<file path="config.mk">
export PLATFORM = sky130hd
export DESIGN_NAME = bmcw_walker_flat
export DESIGN_NICKNAME = d
export VERILOG_FILES = /design/src/rtl/core/bmcw_pkg.sv /design/src/rtl/core/bmcw_ifs.sv /design/src/rtl/core/bmcw_walker.sv /design/src/flat_wrapper.sv
export SDC_FILE = /design/constraint.sdc
export NUM_CORES = 1
export LEC_CHECK = 0
export BUFFER_PORTS_ARGS = -buffer_cell sky130_fd_sc_hd__buf_4
export CORE_MARGIN = 8
export CORE_UTILIZATION = 50
export CTS_BUF_LIST = sky130_fd_sc_hd__clkbuf_8
export DETAILED_ROUTE_END_ITERATION = 10
export GPL_TIMING_DRIVEN = 0
export HOLD_SLACK_MARGIN = 0.05
export PLACE_DENSITY_LB_ADDON = 0.15
export RECOVER_POWER = 50
export SLEW_MARGIN = 25
export SYNTH_ARGS = -nofsm -noshare
export SYNTH_HDL_FRONTEND = slang
export SYNTH_SLANG_ARGS = --single-unit
</file>
<file path="constraint.sdc">
create_clock -name clk -period 3.25 [get_ports clk]
set_input_delay 0.65 -clock clk [delete_from_list [all_inputs] [get_ports clk]]
set_output_delay 0.65 -clock clk [all_outputs]
set_load 0.03 [all_outputs]
</file>
<file path="src/rtl/core/bmcw_pkg.sv">
package bmcw_pkg;

	localparam int MAP_DEPTH_DEF   = 4096;
	localparam int BLOCK_BYTES_DEF = 1024;
	localparam int SECTOR_BYTES    = 512;

	localparam int OP_W     = 2;
	localparam int BYTE_W   = 8;
	localparam int LINK_W   = 12;
	localparam int ROW_W    = 2 * LINK_W;
	localparam int DIR_W    = 16;
	localparam int CNT_W    = 13;
	localparam int OFFSET_W = 26;
	localparam int CFG_IDX_W  = 1;
	localparam int CFG_DATA_W = 16;

	// content starts after four sectors plus the directory sectors
	localparam int BASE_SECTORS = 4;

	localparam logic [OP_W-1:0] OP_LOAD  = 2'd0;
	localparam logic [OP_W-1:0] OP_START = 2'd1;
	localparam logic [OP_W-1:0] OP_STEP  = 2'd2;

	localparam logic [CFG_IDX_W-1:0] CFG_DIR_BLOCKS  = 1'b0;
	localparam logic [CFG_IDX_W-1:0] CFG_MAP_ENTRIES = 1'b1;

	typedef enum logic {
		ST_IDLE,
		ST_LINK
	} walk_state_t;

endpackage

</file>
<file path="src/rtl/core/bmcw_ifs.sv">


interface bmcw_rsp_if;
	logic                            valid;
	logic                            ready;
	logic [bmcw_pkg::LINK_W-1:0]     block_number;
	logic [bmcw_pkg::OFFSET_W-1:0]   byte_offset;
	logic                            is_last;
	logic                            status;

	modport source(output valid, block_number, byte_offset, is_last, status, input ready);
	modport sink(input valid, block_number, byte_offset, is_last, status, output ready);
endinterface


</file>
<file path="src/rtl/core/bmcw_walker.sv">
module bmcw_walker #(
	parameter  int MAP_DEPTH   = bmcw_pkg::MAP_DEPTH_DEF,
	parameter  int BLOCK_BYTES = bmcw_pkg::BLOCK_BYTES_DEF,
	localparam int ROWS        = (MAP_DEPTH + 1) / 2,
	localparam int RAW         = (ROWS > 1) ? $clog2(ROWS) : 1
) (
	input  logic                          clk,
	input  logic                          arst_n,
	input  logic                          start_go,
	input  logic                          step_go,
	input  logic [bmcw_pkg::LINK_W-1:0]   start_block,
	input  logic [bmcw_pkg::CNT_W-1:0]    lim,
	input  logic [bmcw_pkg::DIR_W-1:0]    dir_blocks,
	input  logic [bmcw_pkg::ROW_W-1:0]    rd_data,
	output logic                          rd_en,
	output logic [RAW-1:0]                rd_row,
	output logic                          busy,
	bmcw_rsp_if.source                    rsp
);

	localparam int LW   = bmcw_pkg::LINK_W;
	localparam int OW   = bmcw_pkg::OFFSET_W;
	localparam int SECT_SH = $clog2(bmcw_pkg::SECTOR_BYTES);

	bmcw_pkg::walk_state_t state_q, state_d;

	logic [LW-1:0]   cur_q;
	logic            active_q;
	logic [LW-1:0]   blk_s1;
	logic            oob_s1;
	logic            odd_s1;
	logic            out_valid_q;
	logic [LW-1:0]   out_blk_q;
	logic [OW-1:0]   out_off_q;
	logic            out_last_q;
	logic            out_status_q;

	logic [LW-1:0]   idx;
	logic            oob;
	logic            walk;
	logic            out_free;
	logic            finish;
	logic [LW-1:0]   link;
	logic            last;
	logic [LW-1:0]   blk_m2;
	logic [OW-1:0]   base;
	logic [OW-1:0]   offset;

	assign idx      = cur_q - LW'(2);
	assign oob      = {1'b0, idx} >= lim;
	assign walk     = step_go && active_q;
	assign out_free = !out_valid_q || rsp.ready;
	assign rd_row   = idx[RAW:1];

	assign link   = odd_s1 ? rd_data[LW-1:0] : rd_data[2*LW-1:LW];
	assign last   = oob_s1 || (link <= LW'(1));
	assign blk_m2 = blk_s1 - LW'(2);
	assign base   = (OW'(dir_blocks) + OW'(bmcw_pkg::BASE_SECTORS)) << SECT_SH;
	assign offset = base + OW'(blk_m2) * OW'(BLOCK_BYTES);

	always_comb begin
		state_d = state_q;
		unique case (state_q)
			bmcw_pkg::ST_IDLE: begin
				if (walk) begin
					state_d = bmcw_pkg::ST_LINK;
				end
			end
			bmcw_pkg::ST_LINK: begin
				if (out_free) begin
					state_d = bmcw_pkg::ST_IDLE;
				end
			end
		endcase
	end

	always_comb begin
		rd_en  = 1'b0;
		busy   = 1'b0;
		finish = 1'b0;
		unique case (state_q)
			bmcw_pkg::ST_IDLE: begin
				rd_en = walk && !oob;
			end
			bmcw_pkg::ST_LINK: begin
				busy   = 1'b1;
				finish = out_free;
			end
		endcase
	end

	always_ff @(posedge clk or negedge arst_n) begin
		if (!arst_n) begin
			state_q     <= bmcw_pkg::ST_IDLE;
			cur_q       <= '0;
			active_q    <= 1'b0;
			out_valid_q <= 1'b0;
		end else begin
			state_q <= state_d;
			if (start_go) begin
				cur_q    <= start_block;
				active_q <= start_block >= LW'(2);
			end else if (finish) begin
				if (!oob_s1) begin
					cur_q <= link;
				end
				active_q <= !last;
			end
			if (finish) begin
				out_valid_q <= 1'b1;
			end else if (rsp.ready) begin
				out_valid_q <= 1'b0;
			end
		end
	end

	always_ff @(posedge clk) begin
		if (walk) begin
			blk_s1 <= cur_q;
			oob_s1 <= oob;
			odd_s1 <= idx[0];
		end
		if (finish) begin
			out_blk_q    <= blk_s1;
			out_off_q    <= offset;
			out_last_q   <= last;
			out_status_q <= oob_s1;
		end
	end

	assign rsp.valid        = out_valid_q;
	assign rsp.block_number = out_blk_q;
	assign rsp.byte_offset  = out_off_q;
	assign rsp.is_last      = out_last_q;
	assign rsp.status       = out_status_q;

	a_read_then_link: assert property (@(posedge clk) disable iff (!arst_n)
		rd_en |=> state_q == bmcw_pkg::ST_LINK)
		else $error("link read without link state");

	a_link_needs_chain: assert property (@(posedge clk) disable iff (!arst_n)
		state_q == bmcw_pkg::ST_LINK |-> active_q)
		else $error("link pending on inactive chain");

	a_no_step_in_flight: assert property (@(posedge clk) disable iff (!arst_n)
		(step_go || start_go) |-> state_q == bmcw_pkg::ST_IDLE)
		else $error("word accepted during link fetch");

	a_error_ends_chain: assert property (@(posedge clk) disable iff (!arst_n)
		finish && oob_s1 |=> !active_q && out_valid_q && rsp.is_last)
		else $error("out-of-map link did not end chain");

endmodule

</file>
<file path="src/flat_wrapper.sv">
// flat-port wrapper written by rule: the top's interface ports become plain ports
module bmcw_walker_flat 
#(
	parameter  int MAP_DEPTH   = bmcw_pkg::MAP_DEPTH_DEF,
	parameter  int BLOCK_BYTES = bmcw_pkg::BLOCK_BYTES_DEF,
	localparam int ROWS        = (MAP_DEPTH + 1) / 2,
	localparam int RAW         = (ROWS > 1) ? $clog2(ROWS) : 1
)
  (clk, arst_n, start_go, step_go, start_block, lim, dir_blocks, rd_data, rd_en, rd_row, busy, rsp_valid, rsp_block_number, rsp_byte_offset, rsp_is_last, rsp_status, rsp_ready);
  bmcw_rsp_if rsp_i ();
  input  logic clk;
  input  logic arst_n;
  input  logic start_go;
  input  logic step_go;
  input  logic [bmcw_pkg::LINK_W-1:0] start_block;
  input  logic [bmcw_pkg::CNT_W-1:0] lim;
  input  logic [bmcw_pkg::DIR_W-1:0] dir_blocks;
  input  logic [bmcw_pkg::ROW_W-1:0] rd_data;
  output logic rd_en;
  output logic [RAW-1:0] rd_row;
  output logic busy;
  output wire logic [$bits(rsp_i.valid)-1:0] rsp_valid;
  output wire logic [$bits(rsp_i.block_number)-1:0] rsp_block_number;
  output wire logic [$bits(rsp_i.byte_offset)-1:0] rsp_byte_offset;
  output wire logic [$bits(rsp_i.is_last)-1:0] rsp_is_last;
  output wire logic [$bits(rsp_i.status)-1:0] rsp_status;
  input wire logic [$bits(rsp_i.ready)-1:0] rsp_ready;
  assign rsp_valid = rsp_i.valid;
  assign rsp_block_number = rsp_i.block_number;
  assign rsp_byte_offset = rsp_i.byte_offset;
  assign rsp_is_last = rsp_i.is_last;
  assign rsp_status = rsp_i.status;
  assign rsp_i.ready = rsp_ready;
  bmcw_walker #(.MAP_DEPTH(MAP_DEPTH), .BLOCK_BYTES(BLOCK_BYTES)) u_core (.clk(clk), .arst_n(arst_n), .start_go(start_go), .step_go(step_go), .start_block(start_block), .lim(lim), .dir_blocks(dir_blocks), .rd_data(rd_data), .rd_en(rd_en), .rd_row(rd_row), .busy(busy), .rsp(rsp_i));
endmodule
</file>
==> PnR_summary.wiki <==
{| class="wikitable"
! Metric !! Value
|-
| Global-route wire length before repair || 14,820 um
|-
| Area of the mapped netlist || 3849 um2
|-
| Final Hold Vio Count || 0
|-
| Vias in the first global route || 3,276
|-
| Initial antenna violation count || 0
|-
| Mapped Avg Cell Area || 10.57 um2
|-
| Maximum number of pins on one net before global-route repair || 32
|-
| Critical Path End Type || output port
|-
| Crit path kind || register to output port
|-
| Number of fill cells in the layout || 614
|-
| Cell Rows || 32
|-
| Synth async-reset ratio || 25.42%
|-
| Dominant delay contributor by cell family on the critical path || simple AND/OR/NAND/NOR gates
|-
| Final worst hold slack || 0.3780 ns
|-
| Area leader, netlist || edfxtp_1
|-
| Maximum operating frequency || 295.9 MHz
|-
| Total negative setup slack || -0.1294 ns
|-
| Synth Register Bits || 59
|-
| Most used flip-flop cell after synthesis || edfxtp_1
|-
| Number of enable flip-flop cells after synthesis || 44
|-
| Class of the most critical hold timing path || input pin to async pin
|-
| Overflow after GRT || 0
|-
| Horizontal die dimension || 103.7 um
|-
| Routed WL || 9094 um
|-
| Cell area reported after detailed placement || 4916 um2
|-
| Area growth syn-to-layout || 36.09%
|-
| Routed vias || 3,090
|-
| Clock slew at reported path FFs || 0.06 ns
|-
| Starting utilization of the core area || 50.59%
|-
| Count of synthesis-stage warnings from yosys || 0
|-
| Layout Cells excl Fill || 611
|-
| Final critical delay including setup and external delays || 3.379 ns
|-
| Footprint of the multi-input gates || 2083 um2
|-
| Share of final-layout standard cells stronger than drive strength 1 || 34.58%
|-
| Clock skew || 0.008681 ns
|-
| Weighted congestion reported at the end of routability-driven placement || 0.8628
|-
| Sequential element share of the synthesized area || 44.08%
|-
| DP HPWL || 7291 um
|-
| Yosys cell types || 52
|-
| Relative slew slack || 46.23%
|-
| Height of the chip || 103.7 um
|-
| Largest fanout on the critical path || 3
|-
| Arrival time worst endpoint || 2.73 ns
|-
| DRC || 0
|-
| Most frequently used cell type in the post-synthesis netlist || edfxtp_1
|-
| Worst ir drop on vdd || 0.0003612 V
|-
| DRT antenna net count || 0
|-
| Final setup vio count || 1
|-
| Ports placed on the boundary || 124
|-
| Result of the run || complete, but fails checks
|-
| Failing checks || negative setup slack
|-
| Unrepaired setup endpoints after global routing || true
|-
| Flip-flop and latch area || 1699 um2
|-
| Clock latency reported for the late side of the worst-skew pair || 0.33 ns
|-
| Bufs on Longest Clock Path || 2
|-
| WP data required || 2.60 ns
|-
| Finished layout cell area || 5238 um2
|-
| Quantity of I/O buffers inserted on ports || 113
|-
| Largest cells by area after synthesis || edfxtp_1 (34%), dfrtp_1 (9.8%), ha_1 (8.8%), xnor2_1 (5.7%), mux2i_1 (5.5%)
|-
| Period utilisation layout || 104.0%
|-
| Routed length per placed instance || 14.88 um
|-
| Post-Place Cells || 587
|-
| CTS Hold Buffers Added || 0
|-
| 1st-pass router iterations || 4
|-
| Final setup margin || -0.1294 ns
|-
| Setup slack, reg-to-reg || 0.38 ns
|-
| # nets final || 602
|-
| Max-cap viol count || 0
|-
| Leakage power summed over all cells || 2.390 nW
|-
| Synth top cells by count || edfxtp_1 (44), inv_1 (34), ha_1 (27), xnor2_1 (25), nor2_1 (24)
|-
| Proportion of netlist area held by the largest area contributor || 34.33%
|-
| Num CTS Buffers || 9
|-
| Clock sink count || 59
|-
| Slowest cell on the critical path || dfrtp_2
|-
| CTS tree || done
|-
| Inserted Diodes || 0
|-
| Overall fraction of global-route tracks in use || 16.77%
|-
| Gate Count Post-Synth || 364
|-
| Final-report max-slew violation count || 0
|-
| Count of buffering cells on the critical path with inverters included || 1
|-
| Floorplan die area || 10,760 um2
|-
| Type of origin of the critical path || register
|-
| CTS H-Tree Depth || 3
|-
| Maximum cell stage delay along the critical path || 0.42 ns
|-
| Total power divided by cell area || 753.5 nW/um2
|-
| Number of violations reported at the end of detailed-routing iteration 0 || 105
|-
| Number of vias per cell || 5.057
|-
| CTS Root Buffer Type || clkbuf_8
|-
| Area of the placeable core || 7607 um2
|-
| Transition time at the pin with the least slew margin || 0.8065 ns
|-
| Critical Path, Cell by Cell || nor4_4 -> nand2_2 -> nor2_4 -> xor2_2 -> ha_1 -> o211a_1 -> a221oi_2 -> and3_1 -> a21o_4 -> buf_6
|}
==> power breakdown <==
group	switching, mW	internal (mW)	leakage (nW)	total (mW)
combinational	1.14	0.793	1.69	1.93
clock	0.275	0.386	0.113	0.661
sequential	0.186	1.17	0.589	1.36
total	1.60	2.35	2.39	3.95
==> worst register-to-register path, stage by stage (launching register included) <==
cell      delay [ns]
edfxtp_1        0.46
nor4_2          0.43
nand2_1         0.13
nor2_1          0.14
xor2_1          0.18
ha_1            0.31
a211oi_1        0.26
nor2_1          0.08
nor3_1          0.24
nand3b_1        0.18
a31oi_1         0.18
a21oi_1         0.05
==> repair_timing <==
| action | 4_1_cts | 5_1_grt |
|---|---|---|
| setup buffers | 6 | 2 |
| gates resized for setup | 14 | 1 |
| pin swaps | 11 | 6 |
| endpoints found under the setup margin | 1 | 2 |
==> final cells by class <==
cell class / count / area share [%]
buffer: 14 / 1.792
sequential: 59 / 32.44
inverter: 34 / 2.437
clock inverter: 5 / 0.8839
clock buffer: 11 / 2.891
timing repair buffer: 121 / 17.34
multi-input combinational: 265 / 39.78
tap: 102 / 2.437
==> cells by family (layout without fill, tap and decap cells) <==
| logic type | after synthesis | after routing | share of synthesized area [%] |
|---|---|---|---|
| other | 1 | 9 | 0.09744 |
| and+or+nand+nor | 102 | 102 | 13.88 |
| DFF | 59 | 59 | 44.08 |
| buffers and inverters | 48 | 185 | 5.754 |
| muxes | 30 | 30 | 8.095 |
| adders and majority gates | 28 | 28 | 9.298 |
| xor gates and xnor gates | 40 | 40 | 9.103 |
| AOI/OAI and AO/OA | 56 | 56 | 9.688 |
==> cell usage in the layout, fill, tap and decap left out, types with 3 or more instances in the layout <==
cell type and count:
a21o_1 6, a21oi_1 16, and3_1 3, buf_2 3
buf_4 127, clkbuf_8 11, conb_1 9, dfrtp_1 13
edfxtp_1 44, ha_1 25, inv_1 36, mux2_1 4
mux2_2 5, mux2i_1 21, nand2_1 18, nand2b_1 7
nand3_1 13, nand3b_1 3, nand4_1 4, nor2_1 23
nor2b_1 4, nor3_1 6, nor4_1 5, o21a_1 4
o21ai_0 6, o21ai_1 5, xnor2_1 24, xor2_1 12
xor2_2 3
==> final timing paths <==
kind,startpoint,endpoint,cells after the start
worst max-delay path,u_core.cur_q[5]$_DFFE_PN0P_,rd_en,10
worst min-delay path,arst_n,u_core.cur_q[0]$_DFFE_PN0P_,1
worst max register to register,u_core.blk_s1[5]$_DFFE_PP_,u_core.rsp.byte_offset[25]$_DFFE_PP_,11
max in group asynchronous,arst_n,u_core.cur_q[5]$_DFFE_PN0P_,1
min in group clk,u_core.blk_s1[11]$_DFFE_PP_,u_core.rsp.block_number[11]$_DFFE_PP_,0
worst min register to register,u_core.blk_s1[11]$_DFFE_PP_,u_core.rsp.block_number[11]$_DFFE_PP_,0
==> metrics by stage <==
step / total power, mW / setup slack (ns) / util, %
3_3_place_gp: 3.180 / 0.04278 / 64.62
3_5_place_dp: 3.216 / -0.03609 / 64.62
6_report: 3.947 / -0.1294 / 68.85
2_1_floorplan: 2.589 / 0.04336 / -
5_1_grt: 4.178 / -0.2445 / 68.85
4_1_cts: 3.963 / -0.1405 / 68.63
==> sequential cells by signal, summed over array words and instances, names as in the netlist <==
name and flops:
u_core.active_q 1, u_core.blk_s1 12, u_core.cur_q 12, u_core.oob_s1 1, u_core.rsp.block_number 12, u_core.rsp.byte_offset 17, u_core.rsp.is_last 1, u_core.rsp.status 1
u_core.rsp.valid 1, u_core.state_q 1
==> per-layer routing <==
layer  up-vias  part of all wire, %  wire length [um]  track usage [%]
met3        13                  8.0               724            5.948
li1       1560                    -                 -                -
met4         0                  2.2               204            7.756
met5         -                    0                 0                0
met2       117                   49              4488            28.92
met1      1400                   40              3677            18.01
No activity file was read; power rests on OpenSTA's default activity.
