[config.mk]
export PLATFORM = sky130hd
export DESIGN_NAME = bmcw_loader
export DESIGN_NICKNAME = d
export VERILOG_FILES = /design/src/rtl/core/bmcw_pkg.sv /design/src/rtl/core/bmcw_loader.sv
export SDC_FILE = /design/constraint.sdc
export NUM_CORES = 1
export LEC_CHECK = 0
export BUFFER_PORTS_ARGS = -buffer_cell sky130_fd_sc_hd__clkbuf_2
export CAP_MARGIN = 5
export CORE_MARGIN = 2
export CORE_UTILIZATION = 40
export CTS_BUF_LIST = sky130_fd_sc_hd__clkbuf_4 sky130_fd_sc_hd__clkbuf_8
export DETAILED_ROUTE_END_ITERATION = 10
export GPL_TIMING_DRIVEN = 0
export PLACE_DENSITY_LB_ADDON = 0.08
export SLEW_MARGIN = 5
export SYNTH_ARGS = -nofsm -noshare
export SYNTH_HDL_FRONTEND = slang
export SYNTH_SLANG_ARGS = --single-unit
[constraint.sdc]
create_clock -name clk -period 2.9 [get_ports clk]
set_input_delay 0.58 -clock clk [delete_from_list [all_inputs] [get_ports clk]]
set_output_delay 0.58 -clock clk [all_outputs]
set_load 0.02 [all_outputs]
[src/rtl/core/bmcw_pkg.sv]
package bmcw_pkg;

	localparam int MAP_DEPTH_DEF   = 4096;
	localparam int BLOCK_BYTES_DEF = 1024;
	localparam int SECTOR_BYTES    = 512;

	localparam int OP_W     = 2;
	localparam int BYTE_W   = 8;
	localparam int LINK_W   = 12;
	localparam int ROW_W    = 2 * LINK_W;
	localparam int DIR_W    = 16;
	localparam int CNT_W    = 13;
	localparam int OFFSET_W = 26;
	localparam int CFG_IDX_W  = 1;
	localparam int CFG_DATA_W = 16;

	// content starts after four sectors plus the directory sectors
	localparam int BASE_SECTORS = 4;

	localparam logic [OP_W-1:0] OP_LOAD  = 2'd0;
	localparam logic [OP_W-1:0] OP_START = 2'd1;
	localparam logic [OP_W-1:0] OP_STEP  = 2'd2;

	localparam logic [CFG_IDX_W-1:0] CFG_DIR_BLOCKS  = 1'b0;
	localparam logic [CFG_IDX_W-1:0] CFG_MAP_ENTRIES = 1'b1;

	typedef enum logic {
		ST_IDLE,
		ST_LINK
	} walk_state_t;

endpackage

[src/rtl/core/bmcw_loader.sv]
module bmcw_loader #(
	parameter  int MAP_DEPTH = bmcw_pkg::MAP_DEPTH_DEF,
	localparam int ROWS      = (MAP_DEPTH + 1) / 2,
	localparam int RAW       = (ROWS > 1) ? $clog2(ROWS) : 1
) (
	input  logic                          clk,
	input  logic                          arst_n,
	input  logic                          load_go,
	input  logic [bmcw_pkg::BYTE_W-1:0]   map_byte,
	input  logic [bmcw_pkg::CNT_W-1:0]    lim,
	output logic                          wr_en,
	output logic [RAW-1:0]                wr_row,
	output logic [bmcw_pkg::ROW_W-1:0]    wr_data
);

	logic [1:0]                      phase_q;
	logic [2*bmcw_pkg::BYTE_W-1:0]   accum_q;
	logic [bmcw_pkg::CNT_W-1:0]      fill_q;
	logic                            take;

	assign take    = load_go && (fill_q < lim);
	assign wr_en   = take && (phase_q == 2'd2);
	assign wr_row  = fill_q[RAW:1];
	assign wr_data = {accum_q, map_byte};

	always_ff @(posedge clk or negedge arst_n) begin
		if (!arst_n) begin
			phase_q <= '0;
			accum_q <= '0;
			fill_q  <= '0;
		end else if (take) begin
			if (phase_q == 2'd2) begin
				phase_q <= '0;
				accum_q <= '0;
				fill_q  <= fill_q + bmcw_pkg::CNT_W'(2);
			end else begin
				phase_q <= phase_q + 2'd1;
				accum_q <= {accum_q[bmcw_pkg::BYTE_W-1:0], map_byte};
			end
		end
	end

endmodule

==> flow_summary_export.csv, run 1 <==
group,metric,value,unit
setup_path,worstSetupStartpointType,"register",
drt,firstDrtPassIters,4,
clock_network,clock_path_buffers,2,
placement,placed_cells,294,
drt,drc,0,
yosys,avgSynthCellArea,9.91,um^2
finish,drive_gt1_frac,0.410,
yosys,synth_fp_nets,220,
global_routing,grt_pass1_wl,5.96,mm
finish,insertedDiodeCount,0,
clock_network,clkTransAtPathRegs,0.06,ns
timing,rsz0062_at_grt,"no",
setup_path,r2r_start,"fill_q[1]",
setup_path,crit_family,"compound AO/OA/AOI/OAI gates",
drt,routed_wl,3.58,mm
clock_network,h-tree-depth,2,
clock_network,numCtsBuffers,5,
clock_network,cts.sinks,30,
clock_network,holdBufCountCts,0,
clock_network,clock_latency,0.28,ns
floorplanning,rows,24,
floorplanning,die_w,71.3,um
setup_path,r2r_slack,0.61,ns
timing,skew,0.00506,ns
placement,hpwl,2.72,mm
placement,pre_cts_ws,0.152,ns
timing,drv_slew,0,
finish,instances_no_fill,301,
setup_path,crit_buf_inv,2,
finish,layout.nets,286,
timing,fin_crit_sh,0.946,
job,drv_cap,0,
pwr,vdd_ir_drop_max,0.418,mV
yosys,yosysUniqueCellTypes,28,
timing,final-hold-violation-count,0,
timing,setup_viol,0,
floorplanning,top_level_ports,60,
clock_network,cts_tree,"yes",
placement,place_congestion,0.756,
floorplanning,core,4350,um^2
pwr,power,1.67,mW
drt,num_vias,1398,
global_routing,grt_max_degree,31,
floorplanning,die_h,71.3,um
setup_path,crit_type,"reg -> out",
finish,area_growth,24.5,%
yosys,syn_area,1810,um^2
finish,nFillCells,430,
yosys,yosys_warnings,0,
global_routing,antenna_found_initial,0,
min_path,holdCritPathClass,"in -> async",
global_routing,overflow,0,
timing,tightest_slew,0.759,ns
setup_path,worstSetupEndpointType,"output pin",
global_routing,grt_pass1_vias,1309,
placement,port_buffers,59,
yosys,synth.ff_latch_count,30,
finish,mostFrequentLayoutCell,"clkbuf_2",
yosys,yosysSeqAreaShare,0.414,
timing,slew_headroom,0.494,
timing,holdWs,0.359,ns
drt,drt-vias-per-instance,4.64,
timing,fin_setup_tns,0,ns
outcome,status,"finished clean",
pwr,p_per_area,741,nW/um^2
setup_path,cp_cell_sequence,"ha_1 > nor2b_1 > o2111a_1 > o2111ai_1 > nand3_1 > inv_1 > clkbuf_2",
finish,layout_common_cells,"59 x clkbuf_2, 30 x dfrtp_1, 22 x inv_1",
setup_path,crit_required,2.32,ns
timing,setup_ws,0.156,ns
floorplanning,initial_utilization,0.417,
placement,postPlaceCellArea,2170,um^2
clock_network,cts.root.buffer_cell,"clkbuf_8",
global_routing,grt_usage,0.150,
setup_path,crit_fanout,6,
pwr,power.leakage,1.27,nW
finish,fin_util,0.519,
setup_path,rr_endpoint,"accum_q[14]",
floorplanning,die-area,5090,um^2
yosys,netlist_instances,183,
setup_path,cp_slowest_cell,"dfrtp_1",
drt,drtAntennaViolNets,0,
finish,fin_area,2260,um^2
setup_path,rr_worst_depth,7,
timing,fin_crit,2.74,ns
drt,wire_per_inst,11.9,um
setup_path,cpPeakStageDelay,0.45,ns
setup_path,arrival,2.16,ns
timing,max_freq,364,MHz
drt,drt_iter0_drc,35,
==> cells in the mapped netlist <==
library cell   n  share of area
a21o_1         1         0.0041
a21oi_1        3         0.0083
a311oi_2       1         0.0083
and3_1         3          0.010
buf_1          1         0.0021
buf_2          2         0.0055
buf_4         19          0.079
buf_6          1         0.0062
clkbuf_1       1         0.0021
dfrtp_1       30           0.41
ha_1          13          0.090
inv_1         22          0.046
mux2_2         9          0.056
mux2_4         2          0.017
mux2i_1        8          0.044
nand2_1       14          0.029
nand2_2        1         0.0035
nand2b_1       1         0.0035
nand3_1        9          0.025
nand4_1        6          0.021
nand4_2        1         0.0069
nand4b_1       1         0.0048
nor2_1        15          0.031
nor2b_1        3          0.010
nor3_1         2         0.0055
o2111a_1       1         0.0062
o2111ai_1      2         0.0097
xnor2_1       11          0.053
==> worst register-to-register path, stage by stage (launching register included) <==
cell and delay (ns):
dfrtp_1 0.45, ha_1 0.29, nor2b_1 0.13, o2111a_1 0.22, o2111ai_1 0.32, nand2_2 0.24
buf_6 0.23, mux2_4 0.30
==> report_power, final <==
| group | switching, mW | total (mW) | internal, mW |
|---|---|---|---|
| sequential | 0.111 | 0.657 | 0.546 |
| combinational | 0.388 | 0.689 | 0.301 |
| clock | 0.145 | 0.329 | 0.183 |
| total | 0.644 | 1.67 | 1.03 |
==> repair_timing <==
action | CTS | global route
resized for setup | 0 | 0
endpoints found under the setup margin | 0 | 1
buffers inserted | 0 | 0
==> cell type report <==
cell class              count  area [um^2]  share of cell area
multi-input cells         107          810               0.358
flip-flops and latches     30          751               0.332
repair buffers             59          295               0.131
plain buffers              24          171              0.0759
clock buffers               7         83.8              0.0371
inverters                  22         82.6              0.0366
well taps                  52         65.1              0.0288
==> worst max-delay path by stage <==
stage	start	endpoint	slack [ns]	cells after the start
after global routing	fill_q[10]	wr_en	0.004	7
after global placement	lim[12]	wr_en	0.13	9
final	fill_q[1]	wr_en	0.16	7
after detailed placement	lim[12]	wr_en	0.15	9
after floorplan	lim[12]	wr_en	0.46	7
after CTS	fill_q[1]	wr_en	0.11	7
==> per-layer routing <==
metal  vias up  share of wire  GRT usage
li1        721              -          -
met1       625           0.47      0.186
met2        46           0.44      0.243
met3         6          0.074     0.0534
met4         0          0.015     0.0566
met5         -              0          0
==> registers in the layout (all words and copies together) (netlist names) <==
| register | count |
|---|---|
| phase_q | 2 |
| fill_q | 12 |
| accum_q | 16 |
==> kinds of logic (layout without fill, tap and decap cells) <==
logic type | after synthesis | in the layout | synth area share
AND/OR/NAND/NOR | 56 | 56 | 0.150
buffers and inverters | 46 | 112 | 0.140
flip-flops | 30 | 30 | 0.414
multiplexers | 19 | 19 | 0.117
adder cells (fa/ha/maj) | 13 | 13 | 0.0897
XOR/XNOR | 11 | 11 | 0.0531
AO/OA/AOI/OAI | 8 | 8 | 0.0365
No activity file was read; power rests on OpenSTA's default activity.
==> inputs of run 2 (changes only) <==
==> constraint.sdc (replaced) <==
create_clock -name clk -period 3.3 [get_ports clk]
set_input_delay 0.66 -clock clk [delete_from_list [all_inputs] [get_ports clk]]
set_output_delay 0.66 -clock clk [all_outputs]
set_load 0.02 [all_outputs]
==> flow_summary_export.csv, run 2 (synthesized netlist as in run 1, its figures left out) <==
group,metric,value,unit
outcome,status,"finished clean",
global_routing,grt_usage,0.150,
timing,final-hold-violation-count,0,
setup_path,crit_fanout,3,
floorplanning,rows,24,
finish,mostFrequentLayoutCell,"clkbuf_2",
clock_network,clock_path_buffers,2,
timing,slew_headroom,0.494,
finish,largest_reg_flops,16,
clock_network,post_cts_buffers,0,
placement,place_congestion,0.756,
finish,fin_util,0.519,
pwr,sw_frac_of_total,0.384,
job,drv_cap,0,
setup_path,cp_slowest_cell,"a311oi_2",
timing,tightest_slew,0.759,ns
timing,setup_viol,0,
min_path,holdCritPathClass,"in -> async",
finish,largestRegisters,"accum_q: 16 flops, fill_q: 12 flops, phase_q: 2 flops",
floorplanning,die_h,71.3,um
timing,max_freq,343,MHz
floorplanning,core,4350,um^2
pwr,clkPwrFrac,0.196,
timing,fin_crit,2.92,ns
timing,rsz0062_at_grt,"no",
placement,port_buffers,59,
timing,skew,0.00506,ns
clock_network,h-tree-depth,2,
pwr,p_switching,0.566,mW
clock_network,cts.root.buffer_cell,"clkbuf_8",
drt,routed_wl,3.59,mm
clock_network,cts.sinks,30,
setup_path,cpPeakStageDelay,0.42,ns
drt,num_vias,1402,
clock_network,clkTransAtPathRegs,0.06,ns
pwr,p_seq_frac,0.392,
timing,fin_crit_sh,0.884,
finish,regMostFlops,"accum_q",
drt,drtAntennaViolNets,0,
clock_network,holdBufCountCts,0,
global_routing,overflow,0,
placement,hpwl,2.72,mm
setup_path,arrival,2.26,ns
clock_network,cts_resized,0,
timing,drv_slew,0,
setup_path,worstSetupEndpointType,"output pin",
clock_network,numCtsBuffers,5,
floorplanning,die-area,5090,um^2
global_routing,grt_max_degree,31,
finish,layout_common_cells,"59 x clkbuf_2, 30 x dfrtp_1, 22 x inv_1",
global_routing,antenna_found_initial,0,
setup_path,cp_cell_sequence,"clkbuf_2 > inv_1 > ha_1 > nand4_2 > o2111ai_1 > a311oi_2 > nand3_1 > inv_1 > clkbuf_2",
clock_network,cts_tree,"yes",
timing,fin_setup_tns,0,ns
pwr,p_int,0.906,mW
finish,insertedDiodeCount,0,
setup_path,crit_required,2.64,ns
drt,drc,0,
pwr,vdd_ir_drop_max,0.367,mV
finish,layout.nets,286,
floorplanning,die_w,71.3,um
finish,drive_gt1_frac,0.410,
floorplanning,top_level_ports,60,
pwr,power.leakage,1.26,nW
pwr,p_per_area,652,nW/um^2
setup_path,crit_type,"in -> out",
drt,firstDrtPassIters,4,
drt,drt_iter0_drc,39,
drt,drt-vias-per-instance,4.66,
pwr,p_comb_frac,0.411,
global_routing,grt_pass1_vias,1309,
global_routing,grt_pass1_wl,5.96,mm
drt,wire_per_inst,11.9,um
finish,area_growth,24.5,%
setup_path,worstSetupStartpointType,"input port",
clock_network,clock_latency,0.28,ns
floorplanning,initial_utilization,0.417,
==> run 2: cell counts in the layout (fill, tap and decap cells not counted) <==
No cell type changed its count.
==> run 2: path summary, 6_finish.rpt <==
| kind | from | end | slack [ns] | cells after the start |
|---|---|---|---|---|
| setup / recovery | lim[12] | wr_en | 0.38 | 9 |
| hold / removal | arst_n | accum_q[3] | 0.44 | 1 |
| setup reg to reg | fill_q[8] | accum_q[14] | 0.97 | 7 |
| hold reg to reg | fill_q[12] | fill_q[12] | 0.48 | 1 |
| max in group asynchronous | arst_n | accum_q[14] | 2.37 | 1 |
| min in group clk | fill_q[12] | fill_q[12] | 0.48 | 1 |
==> run 2: critical path: cells and delay by family <==
family / cells / cell delay, ns
AO/OA/AOI/OAI: 2 / 0.56
adder cells (fa/ha/maj): 1 / 0.33
buffers and inverters: 4 / 0.35
AND/OR/NAND/NOR: 2 / 0.35
==> run 2: area by class of cell <==
cell class                 instances  area [um^2]
fill                             430         2100
inverter                          22         82.6
clock buffer                       7         83.8
tap                               52         65.1
multi-input combinational        107          810
sequential                        30          751
timing repair buffer              59          295
buffer                            24          171
==> run 2: power by group through the flow <==
stage                     combinational (mW)  clock, mW  sequential, mW
after global placement                 0.608          0           0.581
after CTS                              0.616      0.297           0.579
after detailed placement               0.614          0           0.584
after global routing                   0.673      0.312           0.598
final                                  0.605      0.289           0.577
after floorplan                        0.338          0           0.654
==> run 2: routing by layer <==
metal  part of all wire  global-route usage  vias to the layer above
met2               0.44               0.243                       46
met3              0.074              0.0534                        6
li1                   -                   -                      721
met5                  0                   0                        -
met4              0.015              0.0566                        0
met1               0.47               0.186                      629
==> run 2: per-stage QoR <==
stage	cells	cell area (um^2)	total power [mW]	setup WS [ns]	hold slack, ns
2_1_floorplan	183	1810	0.992	0.704	0.364
3_3_place_gp	294	2170	1.19	0.374	0.472
3_5_place_dp	294	2170	1.20	0.392	0.479
4_1_cts	301	2260	1.49	0.377	0.468
5_1_grt	301	2260	1.58	0.228	0.499
6_report	301	2260	1.47	0.382	0.439
==> inputs of run 3 (changes only) <==
--- a/config.mk
+++ b/config.mk
@@ -5,6 +5,7 @@
 export SDC_FILE = /design/constraint.sdc
 export NUM_CORES = 1
 export LEC_CHECK = 0
+export ABC_AREA = 1
 export BUFFER_PORTS_ARGS = -buffer_cell sky130_fd_sc_hd__clkbuf_2
 export CAP_MARGIN = 5
 export CORE_MARGIN = 2
==> flow_summary_export.csv, run 3 <==
group,metric,value,unit
finish,insertedDiodeCount,0,
yosys,yosys-mux-area-fraction,0,
setup_path,cp_cell_sequence,"clkbuf_2 > inv_1 > ha_1 > nand2_1 > inv_1 > nor2_1 > nand3_2 > nor2_8 > nand3_2 > inv_1 > clkbuf_2",
setup_path,rr_endpoint,"fill_q[12]",
drt,firstDrtPassIters,5,
floorplanning,die-area,5950,um^2
setup_path,worstSetupEndpointType,"output pin",
clock_network,clock_latency,0.29,ns
finish,area_growth,22.4,%
drt,wire_per_inst,10.5,um
yosys,ys_top_cells_by_area,"dfrtp_1 35%, nand2_1 14%, ha_1 7.6%",
finish,largest_reg_flops,16,
drt,drt_iter0_drc,62,
yosys,synthAdderAreaFrac,0.0761,
yosys,synth-edff-count,0,
pwr,p_switching,0.525,mW
global_routing,grt_util_met2,0.231,
floorplanning,die_w,77.1,um
setup_path,rr_worst_depth,7,
job,drv_cap,0,
yosys,synthArstFlopShare,1.00,
global_routing,grt_usage,0.149,
drt,drtAntennaViolNets,0,
yosys,synth-compound-area-share,0.0831,
drt,drc,0,
yosys,synth_top_family_by_area,"simple AND/OR/NAND/NOR gates",
yosys,avgSynthCellArea,7.98,um^2
global_routing,grtUsageMet1,0.200,
finish,layout.nets,371,
timing,final-hold-violation-count,0,
finish,regMostFlops,"accum_q",
setup_path,worstSetupStartpointType,"input port",
finish,mostFrequentLayoutCell,"nand2_1",
pwr,vdd_ir_drop_max,0.269,mV
setup_path,cp_slowest_cell,"ha_1",
yosys,synth-simple-area-share,0.312,
yosys,synth_top_area_frac,0.351,
yosys,yosysSeqAreaShare,0.351,
setup_path,crit_type,"in -> out",
timing,drv_slew,0,
timing,fin_crit_sh,0.850,
floorplanning,core,5140,um^2
global_routing,grt.met3_usage,0.0412,
global_routing,antenna_found_initial,0,
yosys,ys.flop_type,"dfrtp_1",
setup_path,cpPeakStageDelay,0.29,ns
timing,max_freq,357,MHz
outcome,status,"finished clean",
timing,rsz0062_at_grt,"no",
placement,port_buffers,59,
yosys,yosys_warnings,0,
pwr,power.leakage,1.50,nW
clock_network,cts.root.buffer_cell,"clkbuf_8",
pwr,sw_frac_of_total,0.394,
timing,holdWs,0.441,ns
setup_path,arrival,2.14,ns
setup_path,crit_family,"simple AND/OR/NAND/NOR gates",
pwr,p_per_area,509,nW/um^2
clock_network,h-tree-depth,2,
setup_path,r2r_start,"fill_q[6]",
setup_path,crit_buf_inv,5,
clock_network,clkTransAtPathRegs,0.06,ns
pwr,p_seq_frac,0.391,
finish,layout_common_cells,"80 x nand2_1, 59 x clkbuf_2, 37 x inv_1",
drt,num_vias,1777,
global_routing,overflow,0,
yosys,synth.largest_area_cell,"dfrtp_1",
timing,skew,0.00834,ns
placement,hpwl,3.16,mm
yosys,synth_common_cells,"80 x nand2_1, 37 x inv_1, 30 x dfrtp_1",
floorplanning,initial_utilization,0.416,
timing,tightest_slew,0.774,ns
floorplanning,top_level_ports,60,
clock_network,cts_tree,"yes",
finish,largestRegisters,"accum_q: 16 flops, fill_q: 12 flops, phase_q: 2 flops",
pwr,p_comb_frac,0.376,
drt,drt-vias-per-instance,4.39,
drt,routed_wl,4.26,mm
setup_path,r2r_slack,1.44,ns
timing,fin_setup_tns,0,ns
yosys,yosysUniqueCellTypes,25,
timing,slew_headroom,0.484,
yosys,synth_fp_nets,305,
pwr,p_int,0.808,mW
yosys,netlist_instances,268,
floorplanning,rows,26,
clock_network,holdBufCountCts,0,
floorplanning,die_h,77.1,um
global_routing,grt_pass1_wl,7.09,mm
setup_path,crit_path_frequent_cell,"inv_1",
yosys,syn_area,2140,um^2
setup_path,crit_fanout,10,
clock_network,cts.sinks,30,
yosys,post-synth-top-count-cell,"nand2_1",
yosys,synthXorXnorAreaFrac,0.0123,
setup_path,crit_required,2.64,ns
timing,setup_viol,0,
placement,place_congestion,0.776,
yosys,synth.ff_latch_count,30,
clock_network,post_cts_buffers,0,
clock_network,clock_path_buffers,2,
global_routing,busiest_layer,"met2",
clock_network,numCtsBuffers,5,
clock_network,cts_resized,0,
timing,fin_crit,2.80,ns
global_routing,grt_max_degree,31,
global_routing,grt_pass1_vias,1517,
pwr,clkPwrFrac,0.233,
finish,drive_gt1_frac,0.391,
min_path,holdCritPathClass,"in -> async",
[run 3: power by group through the flow]
| stage | Sequential, mW | Combinational (mW) | Clock, mW |
|---|---|---|---|
| after floorplan | 0.563 | 0.324 | 0 |
| after global placement | 0.525 | 0.504 | 0 |
| final | 0.521 | 0.502 | 0.310 |
| after detailed placement | 0.527 | 0.510 | 0 |
| after global routing | 0.532 | 0.556 | 0.338 |
| after CTS | 0.521 | 0.511 | 0.324 |
[run 3: metrics by stage]
step	instances	power, mW	utilization	cell area (um^2)	worst slack (ns)
floorplan	268	0.887	-	2140	0.818
global placement	397	1.03	0.491	2520	0.486
detailed placement	397	1.04	0.491	2520	0.465
CTS	405	1.36	0.509	2620	0.454
global route	405	1.43	0.509	2620	0.329
finish	405	1.33	0.509	2620	0.496
[run 3: area by class of cell]
type                    instances  area (um^2)
fillers                       562         2520
multi-input cells             175         1030
flip-flops and latches         30          751
repair buffers                 59          295
plain buffers                  25          210
inverters                      38          143
well taps                      70         87.6
clock buffers                   6         82.6
clock inverters                 2         12.5
[run 3: worst max path at each step]
stage                     startpoint    end  slack [ns]  depth (start not counted)
after detailed placement     lim[12]  wr_en        0.47                         11
after global routing         lim[12]  wr_en        0.33                         11
after CTS                  fill_q[6]  wr_en        0.45                          7
after floorplan              lim[12]  wr_en        0.82                          9
final                        lim[12]  wr_en        0.50                         11
after global placement       lim[12]  wr_en        0.49                         11
[run 3: kinds of logic (layout without fill, tap and decap cells)]
group	Yosys count	after routing
AND/OR/NAND/NOR	137	137
buffers and inverters	63	130
flip-flops	30	30
AO/OA/AOI/OAI	22	22
adder cells (fa/ha/maj)	13	13
XOR/XNOR	3	3
[run 3: layer usage]
| metal | vias to the layer above | part of all wire |
|---|---|---|
| met5 | - | 0 |
| met4 | 0 | 0.014 |
| met3 | 6 | 0.045 |
| met2 | 34 | 0.44 |
| met1 | 773 | 0.50 |
| li1 | 964 | - |
